$ cat src/hdl/ltu_pkg.sv
// Shared types, constants and encode functions for the legacy text to UTF-8 transcoder.
`default_nettype none
package ltu_pkg;

	localparam int RUN_MAX    = 3;
	localparam int RUN_LEN_W  = $clog2(RUN_MAX + 1);
	localparam int RUN_IDX_W  = $clog2(RUN_MAX);
	localparam int QDEPTH     = 2;
	localparam int QPTR_W     = (QDEPTH > 1) ? $clog2(QDEPTH) : 1;
	localparam int QCNT_W     = $clog2(QDEPTH + 1);

	localparam logic [15:0] BOM_UNIT   = 16'hFEFF;
	localparam logic [15:0] LIM_1BYTE  = 16'h0080;
	localparam logic [15:0] LIM_2BYTE  = 16'h0800;
	localparam logic [7:0]  LEAD2_MARK = 8'hC0;
	localparam logic [7:0]  LEAD3_MARK = 8'hE0;
	localparam logic [7:0]  CONT_MARK  = 8'h80;
	localparam logic [5:0]  CONT_MASK  = 6'h3F;

	typedef enum logic [1:0] {
		MODE_PASS = 2'd0,
		MODE_U16  = 2'd1,
		MODE_1252 = 2'd2,
		MODE_NONE = 2'd3
	} mode_t;

	// one queued run: the UTF-8 bytes caused by one input item
	typedef struct packed {
		logic [RUN_LEN_W-1:0]         len;
		logic [RUN_MAX-1:0][7:0]      bytes;
	} run_t;

	typedef struct packed {
		logic valid;
		run_t run;
	} push_t;

	function automatic logic [15:0] cp1252_unit(input logic [7:0] b);
		logic [15:0] u;
		u = {8'h00, b};
		if (b inside {[8'h80:8'h9F]}) begin
			case (b[4:0])
				5'h00: u = 16'h20AC;
				5'h01: u = 16'h0081;
				5'h02: u = 16'h201A;
				5'h03: u = 16'h0192;
				5'h04: u = 16'h201E;
				5'h05: u = 16'h2026;
				5'h06: u = 16'h2020;
				5'h07: u = 16'h2021;
				5'h08: u = 16'h02C6;
				5'h09: u = 16'h2030;
				5'h0A: u = 16'h0160;
				5'h0B: u = 16'h2039;
				5'h0C: u = 16'h0152;
				5'h0D: u = 16'h008D;
				5'h0E: u = 16'h017D;
				5'h0F: u = 16'h008F;
				5'h10: u = 16'h0090;
				5'h11: u = 16'h2018;
				5'h12: u = 16'h2019;
				5'h13: u = 16'h201C;
				5'h14: u = 16'h201D;
				5'h15: u = 16'h2022;
				5'h16: u = 16'h2013;
				5'h17: u = 16'h2014;
				5'h18: u = 16'h02DC;
				5'h19: u = 16'h2122;
				5'h1A: u = 16'h0161;
				5'h1B: u = 16'h203A;
				5'h1C: u = 16'h0153;
				5'h1D: u = 16'h009D;
				5'h1E: u = 16'h017E;
				5'h1F: u = 16'h0178;
				default: u = {8'h00, b};
			endcase
		end
		return u;
	endfunction

	function automatic push_t encode_unit(input logic [15:0] u);
		push_t p;
		p = '0;
		if (u == 16'h0000) begin
			p.valid = 1'b0;
		end else if (u < LIM_1BYTE) begin
			p.valid        = 1'b1;
			p.run.len      = RUN_LEN_W'(1);
			p.run.bytes[0] = u[7:0];
		end else if (u < LIM_2BYTE) begin
			p.valid        = 1'b1;
			p.run.len      = RUN_LEN_W'(2);
			p.run.bytes[0] = LEAD2_MARK | {3'b000, u[10:6]};
			p.run.bytes[1] = CONT_MARK | {2'b00, u[5:0] & CONT_MASK};
		end else begin
			p.valid        = 1'b1;
			p.run.len      = RUN_LEN_W'(3);
			p.run.bytes[0] = LEAD3_MARK | {4'h0, u[15:12]};
			p.run.bytes[1] = CONT_MARK | {2'b00, u[11:6] & CONT_MASK};
			p.run.bytes[2] = CONT_MARK | {2'b00, u[5:0] & CONT_MASK};
		end
		return p;
	endfunction

endpackage
`default_nettype wire

$ cat src/hdl/ltu_front.sv
// Front end: mode register, UTF-16 pairing state and conversion of one byte into a run.
`default_nettype none
module ltu_front
	import ltu_pkg::*;
(
	input  wire logic       clk,
	input  wire logic       arst_n,
	input  wire logic       cfg_wr_en,
	input  wire logic [1:0] cfg_wr_data,
	input  wire logic       accept,
	input  wire logic [7:0] in_byte,
	input  wire logic       start_of_text,
	output push_t           push
);

	mode_t       mode_q;
	logic [7:0]  held_low_byte_q;
	logic        low_byte_pending_q;
	logic        first_unit_of_text_q;

	logic [7:0]  held_eff;
	logic        pend_eff;
	logic        first_eff;
	logic [15:0] unit;
	logic [7:0]  held_nxt;
	logic        pend_nxt;
	logic        first_nxt;

	assign held_eff  = start_of_text ? 8'h00 : held_low_byte_q;
	assign pend_eff  = start_of_text ? 1'b0 : low_byte_pending_q;
	assign first_eff = start_of_text ? 1'b1 : first_unit_of_text_q;
	assign unit      = {in_byte, held_eff};

	always_comb begin
		push      = '0;
		held_nxt  = held_eff;
		pend_nxt  = pend_eff;
		first_nxt = first_eff;
		case (mode_q)
			MODE_PASS: begin
				push.valid        = 1'b1;
				push.run.len      = RUN_LEN_W'(1);
				push.run.bytes[0] = in_byte;
			end
			MODE_U16: begin
				if (!pend_eff) begin
					held_nxt = in_byte;
					pend_nxt = 1'b1;
				end else begin
					pend_nxt  = 1'b0;
					first_nxt = 1'b0;
					// drop a leading byte order mark
					if (!(first_eff && unit == BOM_UNIT)) begin
						push = encode_unit(unit);
					end
				end
			end
			MODE_1252: begin
				push = encode_unit(cp1252_unit(in_byte));
			end
			default: begin
				push = '0;
			end
		endcase
		if (!accept) begin
			push.valid = 1'b0;
		end
	end

	always_ff @(posedge clk or negedge arst_n) begin
		if (!arst_n) begin
			mode_q               <= MODE_PASS;
			held_low_byte_q      <= 8'h00;
			low_byte_pending_q   <= 1'b0;
			first_unit_of_text_q <= 1'b1;
		end else begin
			if (cfg_wr_en) begin
				mode_q <= mode_t'(cfg_wr_data);
			end
			if (accept) begin
				held_low_byte_q      <= held_nxt;
				low_byte_pending_q   <= pend_nxt;
				first_unit_of_text_q <= first_nxt;
			end
		end
	end

endmodule
`default_nettype wire

$ cat src/hdl/ltu_queue.sv
// Short run queue between the front end and the byte serializer.
`default_nettype none
module ltu_queue
	import ltu_pkg::*;
(
	input  wire logic  clk,
	input  wire logic  arst_n,
	input  wire push_t push,
	output logic       full,
	output logic       head_valid,
	output run_t       head,
	input  wire logic  pop
);

	run_t              mem_q [QDEPTH];
	logic [QPTR_W-1:0] wr_ptr_q;
	logic [QPTR_W-1:0] rd_ptr_q;
	logic [QCNT_W-1:0] cnt_q;
	logic              do_push;
	logic              do_pop;

	assign full       = (cnt_q == QCNT_W'(QDEPTH));
	assign head_valid = (cnt_q != '0);
	assign head       = mem_q[rd_ptr_q];
	assign do_push    = push.valid && !full;
	assign do_pop     = pop && head_valid;

	always_ff @(posedge clk) begin
		if (do_push) begin
			mem_q[wr_ptr_q] <= push.run;
		end
	end

	always_ff @(posedge clk or negedge arst_n) begin
		if (!arst_n) begin
			wr_ptr_q <= '0;
			rd_ptr_q <= '0;
			cnt_q    <= '0;
		end else begin
			if (do_push) begin
				wr_ptr_q <= (wr_ptr_q == QPTR_W'(QDEPTH - 1)) ? '0 : wr_ptr_q + QPTR_W'(1);
			end
			if (do_pop) begin
				rd_ptr_q <= (rd_ptr_q == QPTR_W'(QDEPTH - 1)) ? '0 : rd_ptr_q + QPTR_W'(1);
			end
			if (do_push && !do_pop) begin
				cnt_q <= cnt_q + QCNT_W'(1);
			end else if (do_pop && !do_push) begin
				cnt_q <= cnt_q - QCNT_W'(1);
			end
		end
	end

endmodule
`default_nettype wire

$ cat src/hdl/ltu_back.sv
// Back end: serializes queued runs into UTF-8 bytes through an output register.
`default_nettype none
module ltu_back
	import ltu_pkg::*;
(
	input  wire logic       clk,
	input  wire logic       arst_n,
	input  wire logic       head_valid,
	input  wire run_t       head,
	output logic            pop,
	output logic            out_valid,
	input  wire logic       out_ready,
	output logic [7:0]      out_byte,
	output logic            last_of_run
);

	logic                 out_valid_q;
	logic [7:0]           out_byte_q;
	logic                 last_q;
	logic [RUN_IDX_W-1:0] idx_q;
	logic                 take;
	logic                 is_last;
	logic [7:0]           cur_byte;

	assign take    = !out_valid_q || out_ready;
	assign is_last = (idx_q == RUN_IDX_W'(head.len - RUN_LEN_W'(1)));
	assign pop     = take && head_valid && is_last;

	always_comb begin
		case (idx_q)
			RUN_IDX_W'(0): cur_byte = head.bytes[0];
			RUN_IDX_W'(1): cur_byte = head.bytes[1];
			RUN_IDX_W'(2): cur_byte = head.bytes[2];
			default:       cur_byte = head.bytes[0];
		endcase
	end

	always_ff @(posedge clk) begin
		if (take && head_valid) begin
			out_byte_q <= cur_byte;
			last_q     <= is_last;
		end
	end

	always_ff @(posedge clk or negedge arst_n) begin
		if (!arst_n) begin
			out_valid_q <= 1'b0;
			idx_q       <= '0;
		end else if (take) begin
			out_valid_q <= head_valid;
			if (head_valid) begin
				idx_q <= is_last ? '0 : idx_q + RUN_IDX_W'(1);
			end
		end
	end

	assign out_valid   = out_valid_q;
	assign out_byte    = out_byte_q;
	assign last_of_run = last_q;

endmodule
`default_nettype wire

$ cat src/hdl/legacy_text_to_utf8_transcoder.sv
// Top level of the legacy text to UTF-8 transcoder.
//
// channel   signals                                   handshake
// input     in_byte, start_of_text                    in_valid / in_ready
// output    out_byte, last_of_run                     out_valid / out_ready
// config    cfg_wr_data (source_mode)                 cfg_wr_en, no wait
//
// An input item is converted in the cycle it is accepted and queued as a run
// of 0 to 3 bytes; the serializer sends one byte per cycle while out_ready is
// high, so the sustained item rate is set by the run length on the output port.
// The first byte of a run passes the run queue and the output register on its way out.
// in_ready drops only while the two-entry run queue is full.
// Reset clears the mode to passthrough, the pairing state and the queue.
`default_nettype none
module legacy_text_to_utf8_transcoder
	import ltu_pkg::*;
(
	input  wire logic       clk,
	input  wire logic       arst_n,
	input  wire logic       cfg_wr_en,
	input  wire logic [1:0] cfg_wr_data,
	input  wire logic       in_valid,
	output logic            in_ready,
	input  wire logic [7:0] in_byte,
	input  wire logic       start_of_text,
	output logic            out_valid,
	input  wire logic       out_ready,
	output logic [7:0]      out_byte,
	output logic            last_of_run
);

	push_t push;
	logic  full;
	logic  head_valid;
	run_t  head;
	logic  pop;

	assign in_ready = !full;

	ltu_front u_front (
		.clk           (clk),
		.arst_n        (arst_n),
		.cfg_wr_en     (cfg_wr_en),
		.cfg_wr_data   (cfg_wr_data),
		.accept        (in_valid && in_ready),
		.in_byte       (in_byte),
		.start_of_text (start_of_text),
		.push          (push)
	);

	ltu_queue u_queue (
		.clk        (clk),
		.arst_n     (arst_n),
		.push       (push),
		.full       (full),
		.head_valid (head_valid),
		.head       (head),
		.pop        (pop)
	);

	ltu_back u_back (
		.clk         (clk),
		.arst_n      (arst_n),
		.head_valid  (head_valid),
		.head        (head),
		.pop         (pop),
		.out_valid   (out_valid),
		.out_ready   (out_ready),
		.out_byte    (out_byte),
		.last_of_run (last_of_run)
	);

endmodule
`default_nettype wire

$ cat config.mk
export PLATFORM = sky130hd
export DESIGN_NAME = legacy_text_to_utf8_transcoder
export DESIGN_NICKNAME = d
export VERILOG_FILES = /design/src/hdl/ltu_pkg.sv /design/src/hdl/ltu_front.sv /design/src/hdl/ltu_queue.sv /design/src/hdl/ltu_back.sv /design/src/hdl/legacy_text_to_utf8_transcoder.sv
export SDC_FILE = /design/constraint.sdc
export NUM_CORES = 1
export LEC_CHECK = 0
export ABC_AREA = 0
export BUFFER_PORTS_ARGS = -buffer_cell sky130_fd_sc_hd__buf_2
export CORE_ASPECT_RATIO = 2
export CORE_MARGIN = 3
export CORE_UTILIZATION = 57
export CTS_BUF_LIST = sky130_fd_sc_hd__clkbuf_4 sky130_fd_sc_hd__clkbuf_8
export CTS_CLUSTER_DIAMETER = 100
export CTS_CLUSTER_SIZE = 30
export DETAILED_ROUTE_END_ITERATION = 8
export PLACE_DENSITY = 0.78
export SYNTH_ARGS = -nofsm -noshare
export SYNTH_HDL_FRONTEND = slang
export SYNTH_SLANG_ARGS = --single-unit
$ cat constraint.sdc
create_clock -name clk -period 3.2 [get_ports clk]
set_clock_uncertainty 0.05 [all_clocks]
set_input_delay 0.32 -clock clk [delete_from_list [all_inputs] [get_ports clk]]
set_output_delay 0.32 -clock clk [all_outputs]
set_load 0.05 [all_outputs]
# == Word level (Yosys, flattened, before mapping) ==
# Memories as Yosys holds them, arrays and structs flattened.
# Cells that the tools add are included.
# op_classes
n_reduce_logical,20
eq_ne,7
n_addsub,6
magnitude_cmp,6
mux,41
# ops
cell,count
two-way mux 16 bit,4
two-way mux 8 bit,7
two-way mux 27 bit,2
two-way mux 26 bit,2
zero test 16 bit,2
"less-than comparator 16 x 12 -> 1 bit, second input constant",2
"less-than comparator 16 x 8 -> 1 bit, second input constant",2
one-hot mux 16 bit (2 select lines),1
two-way mux 14 bit,2
one-hot mux 8 bit (3 select lines),1
"== test 16 bit, second input constant",1
one-hot mux 8 bit (2 select lines),1
two-way mux 1 bit,15
logical AND 1 bit,9
one-hot mux 3 bit (3 select lines),1
">= comparator 8 bit, second input constant",1
"less-or-equal comparator 8 bit, second input constant",1
"== test 2 bit, second input constant",3
two-way mux 2 bit,3
two-way mux 3 bit,2
"adder 2 x 1 -> 2 bit, second input constant",2
"== test 2 x 1 -> 1 bit, second input constant",2
zero test 1 bit,4
nonzero test 2 bit,2
other kinds (6),8
# totals
ff_bits,28
input_bits,16
ramBits,52
romBits,352
wordCells,93
output_inout_bits,11
memories,2
# mem_list
memory,words,word_bits,read_ports,rd_ports_with_merged_regs,wr,line,rtl
(name not given),32,11,1,0,0,ltu_pkg.sv:42,case (b[4:0])
u_queue.mem_q,2,26,1,0,1,ltu_queue.sv:15,run_t mem_q [QDEPTH];

# == Longest topological paths before layout ==
# depth
ltp_word,15
depth_mapped,15

# == Modules after synthesis ==
# A second synthesis with hierarchy kept.
# unflattened
cells_unflattened,455
area_unflattened_um2,4991.0
# modules_own_cells
mod,n_inst,seq_area_each_um2,cells_per_inst,area_per_inst_um2
ltu_front,1,301.5,296,2193.4
ltu_queue,1,1661.6,100,2177.1
ltu_back,1,345.3,57,610.6
legacy_text_to_utf8_transcoder,1,0.0,2,10.0

# == Least setup slack after synthesis ==
# Ideal clock, no wire load.
# synth_path
path_type,input-to-reg
startpoint,input port in_byte[0]
endpoint,"memory u_queue.mem_q[0][0] (netlist bit), enable pin"
arrival_time_ns,3.416
setup_time_ns,0.408
setup_slack_ns,-0.674
cell_stages,12
cell_sequence,clkbuf_1 -> inv_1 -> ha_1 -> buf_6 -> mux2_2 -> nand3_1 -> o21ai_0 -> a221oi_2 -> or3b_1 -> o31ai_4 -> a211oi_4 -> nor2b_1
# synth_between
elab_chain_cells,11
elab_cells_between_ends,19
# synth_lines
element,line,rtl
"start, declared",legacy_text_to_utf8_transcoder.sv:24,"input wire logic [7:0] in_byte,"
>= comparator 8 bit or less-or-equal comparator 8 bit (tied branches),ltu_pkg.sv:41,if (b inside {[8'h80:8'h9F]}) begin
logical AND 1 bit,ltu_pkg.sv:41,
two-way mux 16 bit,ltu_pkg.sv:41,
two-way mux 16 bit,ltu_front.sv:39,case (mode_q)
zero test 16 bit,ltu_pkg.sv:84,if (u == 16'h0000) begin
two-way mux 1 bit,ltu_pkg.sv:84,
one-hot mux 3 bit (3 select lines) *,ltu_front.sv:39,
two-way mux 1 bit *,ltu_front.sv:65,if (!accept) begin
logical AND 1 bit *,ltu_queue.sv:25,assign do_push = push.valid && !full;
named net u_queue.do_push,ltu_queue.sv:19,logic do_push;
two-way mux 1 bit *,ltu_queue.sv:29,if (do_push) begin
two-way mux 1 bit (implied by the code) *,ltu_queue.sv:30,mem_q[wr_ptr_q] <= push.run;
"end, declared",ltu_queue.sv:15,
# Mark *: on every way through the listed nets, which the timed path passes. The rest lies on a longest branch. The select of a mux whose other input is x is not followed.

# == Worst setup path after layout ==
# layout_path
startpoint,input port in_byte[0]
endpoint,"memory u_queue.mem_q[0][1] (netlist bit), enable pin"
# The elaborated chain is that of the path after synthesis.

==> summary.md <==
| Metric | Value |
|---|---|
| Final #Nets | around 520 |
| Final Critical Period | roughly 2.9 ns |
| 1st-pass router iterations | 5 |
| R2R setup slack | about 0.37 ns |
| IO Pins | 27 |
| Antenna violations before repair | 0 |
| Final Cycle Share | between 90% and 100% |
| CP Data Required Time | around 3.1 ns |
| HPWL after DPL | between 9 and 10 mm |
| Number of synthesized flops with an enable pin | between 50 and 60 |
| CP Max Fanout | 24 |
| Slew headroom | about 52% |
| Worst setup EP type | flop |
| Dpl ws | -0.0784 ns |
| Worst R2R Path Depth | 8 |
| Cell Chain, Critical Path | buf_2 > inv_1 > ha_1 > buf_4 > buf_4 > nand2_1 > nand2_1 > a221oi_1 > nor2b_1 > nand3_1 > o31ai_4 > a211oi_4 > nor2b_4 |
| Worst skew pair latency | ~0.35 ns |
| CTS Sinks | 76 |
| Crit path launch type | primary input |
| Hold depth | 3 |
| Final Slew Violations | 0 |
| DIE AREA | between 0.009 and 0.01 sq mm |
| Total wire length | roughly 13 mm |
| TritonCTS clock tree | done |
| Hold Startpoint | cfg_wr_data[1] |
| H-tree depth | 3 |
| Hold EP | u_front.mode_q[1] |
| Cell variety after synth | 65 |
| First-pass GRT wire length | 20.6 mm |
| Post-CTS Setup Bufs | 0 |
| Max-cap violations | 0 |
| Synth Flop Type | edfxtp_1 |
| Drt wl/cell | between 20 and 25 microns |
| YS warnings | 0 |
| Lkg Pwr | between 2 and 2.5 nW |
| Final setup violation count | 0 |
| Register bit total from synthesis | between 70 and 80 |
| R2R Path Start | u_front.mode_q[1] |
| Final WS setup | around 0.26 ns |
| P&R area growth vs syn | 13.8% |
| WP data arrival | ~2.9 ns |
| Worst slew pin tran | ~0.71 ns |
| Die width | 69.9 microns |
| Max clock buf depth | 2 |
| Kind of critical path | primary input to flop |
| Via count | roughly 3800 |
| Worst-path clk slew | about 0.080 ns |
| RSZ-0062 raised after global routing | no |
| Worst min path class | primary input to flop |
| Core area | slightly below 0.008 sq mm |
| Largest net degree at the start of global routing | 25 |
| Max Clk Rate | roughly 340 MHz |
| Cell family with most CP delay | simple AND/OR/NAND/NOR gates |
| Congestion Overflow GR | 0 |
| Gpl congestion | about 1.1 |
| ANT cells | 0 |
| Syn_area_per_cell | about 11 sq um |
| CTS Buf Count | 9 |
| Initial Utilization | approximately three fifths |
| CP max stage cell | nor2b_4 |
| I/O Buffers | 26 |
| Via/cell ratio | between 6 and 7 |
| Clk root buf | clkbuf_8 |
| Dpl cell area | around 0.005 sq mm |
| Number of global-route vias before repair | 3956 |
| Seq/Total Area, Yosys | 47.0% |
| Net count after synthesis | roughly 470 |
| P per Cell Area | slightly below 700 mW/mm^2 |
| Drt initial violations | around 340 |
| Fill count | ~650 |
| # DRC | 0 |
| Final instance area | between 0.005 and 0.006 sq mm |
| Final Hold Vio Count | 0 |
| Layout cells sized above 1 | around a quarter |
| Mapped Area | around 0.0047 sq mm |
| Detail Route Antenna Nets | 0 |
| Max incr delay on CP | ~0.65 ns |
| R2R Path End | u_queue.mem_q[0][1] |
| Overall routing resource usage | approximately 29% |
| Fraction of registers with async set/reset | roughly a quarter |
| Critical path buffer and inverter count | 4 |
| Vert. Die Dim | 134 microns |
| Peak supply drop | ~0.00032 V |
| Row count | 46 |
| Post-Syn Instances | roughly 440 |
| Outcome | finished, final reports clean |
[timing repair]
| item | 4_1_cts | 5_1_grt |
|---|---|---|
| endpoints found under the setup margin | 0 | 10 |
| resized for setup | 0 | 1 |
| hold buffers | 1 | 0 |
| endpoints found under the hold margin | 18 | 0 |
[metrics by stage]
stage	total power, mW	instances	hold WS (ns)	util [%]	setup TNS [ns]
floorplan	2.60	436	-0.0256	-	0
global placement	2.96	576	0.216	64.4	-0.844
detailed placement	3.04	576	0.235	64.4	-1.84
CTS	3.68	593	0.143	66.7	0
global route	3.85	593	0.155	66.7	0
finish	3.68	593	0.148	66.7	0
[layout make-up]
class | count | area, sq um | share of cell area, %
Multi-Input combinational cell | 320 | 2270 | 42.8
Sequential cell | 76 | 2190 | 41.3
Timing Repair Buffer | 74 | 505 | 9.55
Clock buffer | 11 | 139 | 2.62
Tap cell | 96 | 120 | 2.27
Inverter | 11 | 42.5 | 0.803
Clock inverter | 5 | 31.3 | 0.591
[cells in the final DEF (no fill, tap or decap), types with 5 or more instances in the layout]
cell type	count
a21oi_1	26
and2_1	9
inv_1	10
nand2b_1	10
mux2_2	16
ha_1	16
o21ai_0	25
a22oi_1	5
clkbuf_8	9
a221oi_1	9
dfrtp_1	18
nor3_1	7
a31oi_1	5
edfxtp_1	57
nor2b_1	24
nand2_1	36
mux2i_1	16
buf_2	26
nor2_1	24
nand3_1	10
buf_4	46
a22o_1	13
[worst max path at each step]
stage	startpoint	to	slack (ns)	cells after the start
6_report	in_byte[0]	u_queue.mem_q[0][1]	0.26	13
5_1_grt	in_byte[0]	u_queue.mem_q[0][1]	0.02	13
4_1_cts	in_byte[0]	u_queue.mem_q[0][1]	0.27	13
3_5_place_dp	in_byte[0]	u_queue.mem_q[0][4]	-0.08	13
3_3_place_gp	in_byte[0]	u_queue.mem_q[0][2]	-0.04	13
2_1_floorplan	in_byte[0]	u_queue.cnt_q[1]	0.05	15
[metal layers]
metal	up-vias	track usage [%]	wire length [microns]
met5	-	0	0
met4	0	20.0	920
met3	62	4.38	619
met2	196	52.7	7040
met1	1831	28.4	4200
li1	1746	-	-
[cell families (layout without fill, tap and decap cells)]
kind of cell	Yosys count	after routing	synth area share, %
compound gates	126	126	19.9
xor+xnor	6	6	1.13
fa+ha+maj	16	16	4.30
buf+inv	40	101	4.41
flops	76	76	47.0
mux	32	32	7.32
simple gates	140	140	15.9
[worst reg2reg max path, stage by stage, from the launching register on]
cell and delay (ns):
dfrtp_1 0.41, inv_1 0.11, ha_1 0.28, nand2_1 0.10, nor3_1 0.29, o31a_1 0.22
nor2_1 0.07, a211oi_4 0.27, nor2b_4 0.65
[synthesized netlist by cell type (5+ instances only)]
cell type / n / area [sq um]
nand2b_1: 10 / 62.6
dfrtp_1: 18 / 450
inv_1: 10 / 37.5
ha_1: 16 / 200
a22o_1: 13 / 114
a22oi_1: 5 / 37.5
a21oi_1: 26 / 130
o21ai_0: 25 / 125
a31oi_1: 5 / 31.3
nand3_1: 10 / 50.1
mux2i_1: 16 / 160
edfxtp_1: 57 / 1710
nor2_1: 24 / 90.1
clkbuf_1: 15 / 56.3
nor3_1: 7 / 35.0
a221oi_1: 9 / 78.8
buf_4: 5 / 37.5
mux2_2: 16 / 180
nor2b_1: 25 / 156
nand2_1: 36 / 135
and2_1: 10 / 62.6
[flip-flops by register name (all words and copies together) (netlist names)]
signal / cells
u_front.held_low_byte_q: 8
u_front.first_unit_of_text_q: 1
u_back.last_of_run: 1
u_queue.rd_ptr_q: 1
u_queue.cnt_q: 2
u_front.mode_q: 2
u_queue.mem_q: 48
u_front.low_byte_pending_q: 1
u_back.out_valid: 1
u_back.idx_q: 2
u_back.out_byte: 8
u_queue.wr_ptr_q: 1
[where the power goes]
group,total [mW],internal (mW),switching (mW)
Sequential,1.54,1.37,0.172
Clock,0.647,0.296,0.351
Combinational,1.49,0.545,0.943
No activity file was read; power rests on OpenSTA's default activity.
